File: src/rtl/abs_pkg.sv
// Shared types, constants and checksum helpers for the alternating-bit sender.
`default_nettype none

package abs_pkg;

    localparam int QUEUE_DEPTH = 1024;
    localparam int QIDX_W      = $clog2(QUEUE_DEPTH);
    localparam int QCNT_W      = $clog2(QUEUE_DEPTH + 1);

    typedef enum logic [1:0] {
        OP_MSG     = 2'd0,
        OP_ACK     = 2'd1,
        OP_TIMEOUT = 2'd2,
        OP_NONE    = 2'd3
    } opcode_t;

    typedef enum logic [1:0] {
        PH_IDLE0 = 2'd0,
        PH_WAIT0 = 2'd1,
        PH_IDLE1 = 2'd2,
        PH_WAIT1 = 2'd3
    } phase_t;

    typedef enum logic [1:0] {
        TMR_NONE       = 2'd0,
        TMR_START      = 2'd1,
        TMR_STOP       = 2'd2,
        TMR_STOP_START = 2'd3
    } timer_t;

    // One queued message plus its folded payload-only checksum sum.
    typedef struct packed {
        logic [63:0] low;
        logic [63:0] mid;
        logic [31:0] high;
        logic [15:0] psum;
    } msg_t;

    // Request captured by the front stage.
    typedef struct packed {
        opcode_t op;
        msg_t    msg;
        logic    ack0;
        logic    ack1;
        logic    sum_ok;
    } req_t;

    typedef struct packed {
        logic push;
        logic pop;
    } qctl_t;

    typedef struct packed {
        logic empty;
        logic full;
    } qstat_t;

    // End-around fold of a sum of up to 16 words; nonzero in gives nonzero out.
    function automatic logic [15:0] fold20(input logic [19:0] s);
        logic [16:0] t;
        t = {1'b0, s[15:0]} + {13'd0, s[19:16]};
        return t[15:0] + {15'd0, t[16]};
    endfunction

    function automatic logic [QIDX_W-1:0] qidx_inc(input logic [QIDX_W-1:0] i);
        return (i == QIDX_W'(QUEUE_DEPTH - 1)) ? '0 : i + 1'b1;
    endfunction

endpackage

`default_nettype wire

File: src/rtl/abs_front.sv
// Input register stage: captures a request and precomputes checksum sums.
`default_nettype none

module abs_front (
    input  wire logic          clk,
    input  wire logic          rst_n,
    input  wire logic          in_valid,
    output logic               in_ready,
    input  wire logic [1:0]    opcode,
    input  wire logic [63:0]   payload_low,
    input  wire logic [63:0]   payload_mid,
    input  wire logic [31:0]   payload_high,
    input  wire logic [31:0]   pkt_seq,
    input  wire logic [31:0]   pkt_ack,
    input  wire logic [31:0]   pkt_check,
    input  wire logic          adv,
    output logic               req_valid,
    output abs_pkg::req_t      req
);

    logic           req_valid_reg;
    logic           req_valid_next;
    abs_pkg::req_t  req_reg;
    abs_pkg::req_t  req_next;
    logic [159:0]   pay;
    logic [19:0]    pay_sum;
    logic [19:0]    full_sum;

    always_comb
    begin
        pay     = {payload_high, payload_mid, payload_low};
        pay_sum = '0;
        for (int i = 0; i < 10; i++)
        begin
            pay_sum = pay_sum + {4'd0, pay[16*i +: 16]};
        end
        full_sum = pay_sum
                 + {4'd0, pkt_seq[15:0]}   + {4'd0, pkt_seq[31:16]}
                 + {4'd0, pkt_ack[15:0]}   + {4'd0, pkt_ack[31:16]}
                 + {4'd0, pkt_check[15:0]} + {4'd0, pkt_check[31:16]};
    end

    always_comb
    begin
        req_next.op       = abs_pkg::opcode_t'(opcode);
        req_next.msg.low  = payload_low;
        req_next.msg.mid  = payload_mid;
        req_next.msg.high = payload_high;
        req_next.msg.psum = abs_pkg::fold20(pay_sum);
        req_next.ack0     = (pkt_ack == 32'd0);
        req_next.ack1     = (pkt_ack == 32'd1);
        req_next.sum_ok   = (abs_pkg::fold20(full_sum) == 16'hffff);
    end

    assign in_ready = !req_valid_reg || adv;

    always_comb
    begin
        req_valid_next = req_valid_reg;
        if (in_valid && in_ready)
        begin
            req_valid_next = 1'b1;
        end
        else if (adv)
        begin
            req_valid_next = 1'b0;
        end
    end

    always_ff @(posedge clk or negedge rst_n)
    begin
        if (!rst_n)
        begin
            req_valid_reg <= 1'b0;
        end
        else
        begin
            req_valid_reg <= req_valid_next;
        end
    end

    always_ff @(posedge clk)
    begin
        if (in_valid && in_ready)
        begin
            req_reg <= req_next;
        end
    end

    assign req_valid = req_valid_reg;
    assign req       = req_reg;

endmodule

`default_nettype wire

File: config.mk
export PLATFORM = sky130hd
export DESIGN_NAME = abs_front
export DESIGN_NICKNAME = d
export VERILOG_FILES = /design/src/rtl/abs_pkg.sv /design/src/rtl/abs_front.sv
export SDC_FILE = /design/constraint.sdc
export NUM_CORES = 1
export LEC_CHECK = 0
export CAP_MARGIN = 40
export CORE_MARGIN = 10
export CORE_UTILIZATION = 50
export CTS_CLUSTER_SIZE = 14
export DETAILED_ROUTE_END_ITERATION = 16
export DONT_BUFFER_PORTS = 1
export PLACE_DENSITY = 0.69
export SYNTH_ARGS = -nofsm -noshare
export SYNTH_HDL_FRONTEND = slang
export SYNTH_SLANG_ARGS = --single-unit
File: constraint.sdc
create_clock -name clk -period 11.8 [get_ports clk]
set_input_delay 0.59 -clock clk [delete_from_list [all_inputs] [get_ports clk]]
set_output_delay 0.59 -clock clk [all_outputs]
set_load 0.005 [all_outputs]
==> results.txt <==
Starting Density: 0.506
EDFF count, synth: 181
count leader, synth: inv_1
FF+latch count, synth: 182
crit path kind: in2reg
clock sink count: 182
main flop type after synthesis: edfxtp_1
post-synthesis compound-gate area fraction: 0.0566
DP Cell Count: 1,378
Die Y: 185 um
Max-Cap Viols: 0
status: finished clean
row count: 60
Cell variety after synth: 75
grt ovf: 0
Max Root-Sink Buffers: 2
syn_nets: 1,568
setup repair after global routing missed its margin: false
clock latency on the worst-skew pair: 430 ps
Worst EP required: 12,110 ps
fin nets: 1,589
port bufs: 0
drt total wl: 34,000 um
Final ANT Viol Nets: 0
drt first pass iters: 5
Simple-Gate Fraction of Synth Area: 0.0702
Vias: 7,578
area leader, netlist: edfxtp_1
core area: 0.0268 mm2
Finished Layout Cells: 1,411
crit share post-route: 0.913
Via density: 5.37
htree depth: 4
setup tns final: 0 ps
DIE WIDTH: 185 um
die area: 0.0341 mm2
xor and xnor area share after synthesis: 0.0384
Synth Area in Adders: 0.362
Final setup viols: 0
GRT Util Overall: 0.200
Worst Path Max Fanout: 4
first-pass GRT wire length: 50,600 um
Worst Hold Class: in2reg
# diodes: 0
Synth async-reset ratio: 0.00549
vias in the first global route: 8,318
Post-Syn Instances: 1,036
average size of a mapped cell: 13.1 um2
initial drt markers: 333
sequential area share after synthesis: 0.402
CTS root buf: clkbuf_16
Num CTS Buffers: 17
Worst-path clk slew: 80 ps
endpoints failing hold: 0
CTS tree: built
cells taking the most area after synthesis: edfxtp_1 40%, fa_1 30%, inv_1 6.9%
GPL Wtd Cong: 0.827
Post-synth top cells: 248 x inv_1, 205 x fa_1, 181 x edfxtp_1
number of synthesis warnings: 0
worst-margin pin slew: 839 ps
Post-route DRC: 0
crit-path max cell delay: 550 ps
wire per inst: 24.1 um
largest family of logic cells by synthesized area: adder cells
Final Critical Period: 10,770 ps
Worst Clk Skew: 16.7 ps
synthesis-to-finish area growth: 8.03%
num ports: 445
CP arrival: 11,080 ps
post-CTS sizing: 0
share of the synthesized area in the top cell type: 0.400
dpl hpwl: 29,600 um
initial antenna violation count: 0
CP startpoint kind: primary input
Largest register FFs: 181
post-layout util: 0.547
Final Slew Violations: 0
Design Area, Final: 0.0147 mm2
mux contribution to synthesized area: 0
share of cells above drive strength 1: 0.0701
Max transition margin: 0.436
CP max-delay cell: fa_1
most frequent CP cell: ha_1
largest net degree at the start of global routing: 76
Syn Std Cell Area: 0.0136 mm2
Max Freq: 92.9 MHz
placed cell area: 0.0141 mm2
CP endpoint kind: register
worst max-delay path, delay by kind of cell:
kind / cells / cell delay, ps
AO/OA/AOI/OAI: 14 / 2490
XOR/XNOR: 3 / 450
buffers and inverters: 6 / 280
AND/OR/NAND/NOR: 12 / 2370
adder cells (fa/ha/maj): 13 / 4900
through the flow:
step                      hold slack (ps)  setup WS, ps
after floorplan                       294          1530
after global placement                294           798
after detailed placement              294           590
after CTS                             227          1010
after global routing                  223           331
final                                 247          1030
kinds of logic after synthesis:
| logic type | count (synthesis) |
|---|---|
| compound gates | 105 |
| xor+xnor | 57 |
| fa+ha+maj | 270 |
| buf+inv | 253 |
| flops | 182 |
| simple gates | 169 |
cells in the final DEF, fill, tap and decap left out, drive strengths merged, types with 3 or more instances in the layout:
master   count
inv        256
fa         205
edfxtp     181
ha          65
nor2        38
xnor2       32
xor2        25
nand2       24
a21oi       23
nor3        22
o21ai       20
clkbuf      18
nand3       17
nor4        11
a211oi      11
nand2b       9
a21o         8
and3         8
buf          6
or2          5
nand4        5
a31oi        5
o21a         5
a2111oi      5
or3          4
nand3b       4
clkinv       4
nor2b        4
and2         4
a211o        3
o31ai        3
o22ai        3
a21boi       3
nand4b       3
area by class of cell:
class	count	area [um2]
clock inverters	14	158
clock buffers	18	429
repair buffers	7	95.1
well taps	341	427
multi-input cells	601	7160
fillers	2190	12100
flip-flops and latches	182	5460
inverters	248	931
timing repair:
item	4_1_cts	5_1_grt
endpoints found under the hold margin	1	0
hold buffers	1	0
buffers inserted	0	0
path summary, 6_finish.rpt:
kind | startpoint | end | slack (ps) | cells past startpoint
hold reg to reg | req_valid$_DFFE_PN0P_ | req_valid$_DFFE_PN0P_ | 650 | 2
min in group asynchronous | rst_n | req_valid$_DFFE_PN0P_ | 370 | 1
setup reg to reg | req_valid$_DFFE_PN0P_ | req[126]$_DFFE_PP_ | 9840 | 4
max in group asynchronous | rst_n | req_valid$_DFFE_PN0P_ | 11330 | 1
setup / recovery | payload_low[2] | req[0]$_DFFE_PP_ | 1030 | 48
hold / removal | payload_mid[31] | req[82]$_DFFE_PP_ | 250 | 0
metal layers:
metal,track usage,part of all wire,vias up
met5,0,0,-
li1,-,-,3446
met2,0.338,0.51,328
met3,0.103,0.13,31
met1,0.216,0.35,3773
met4,0.0491,0.018,0
Power is left out: the tool's default activity adds up to more than one toggle a clock period on the data nets, which glitch-free logic cannot reach.
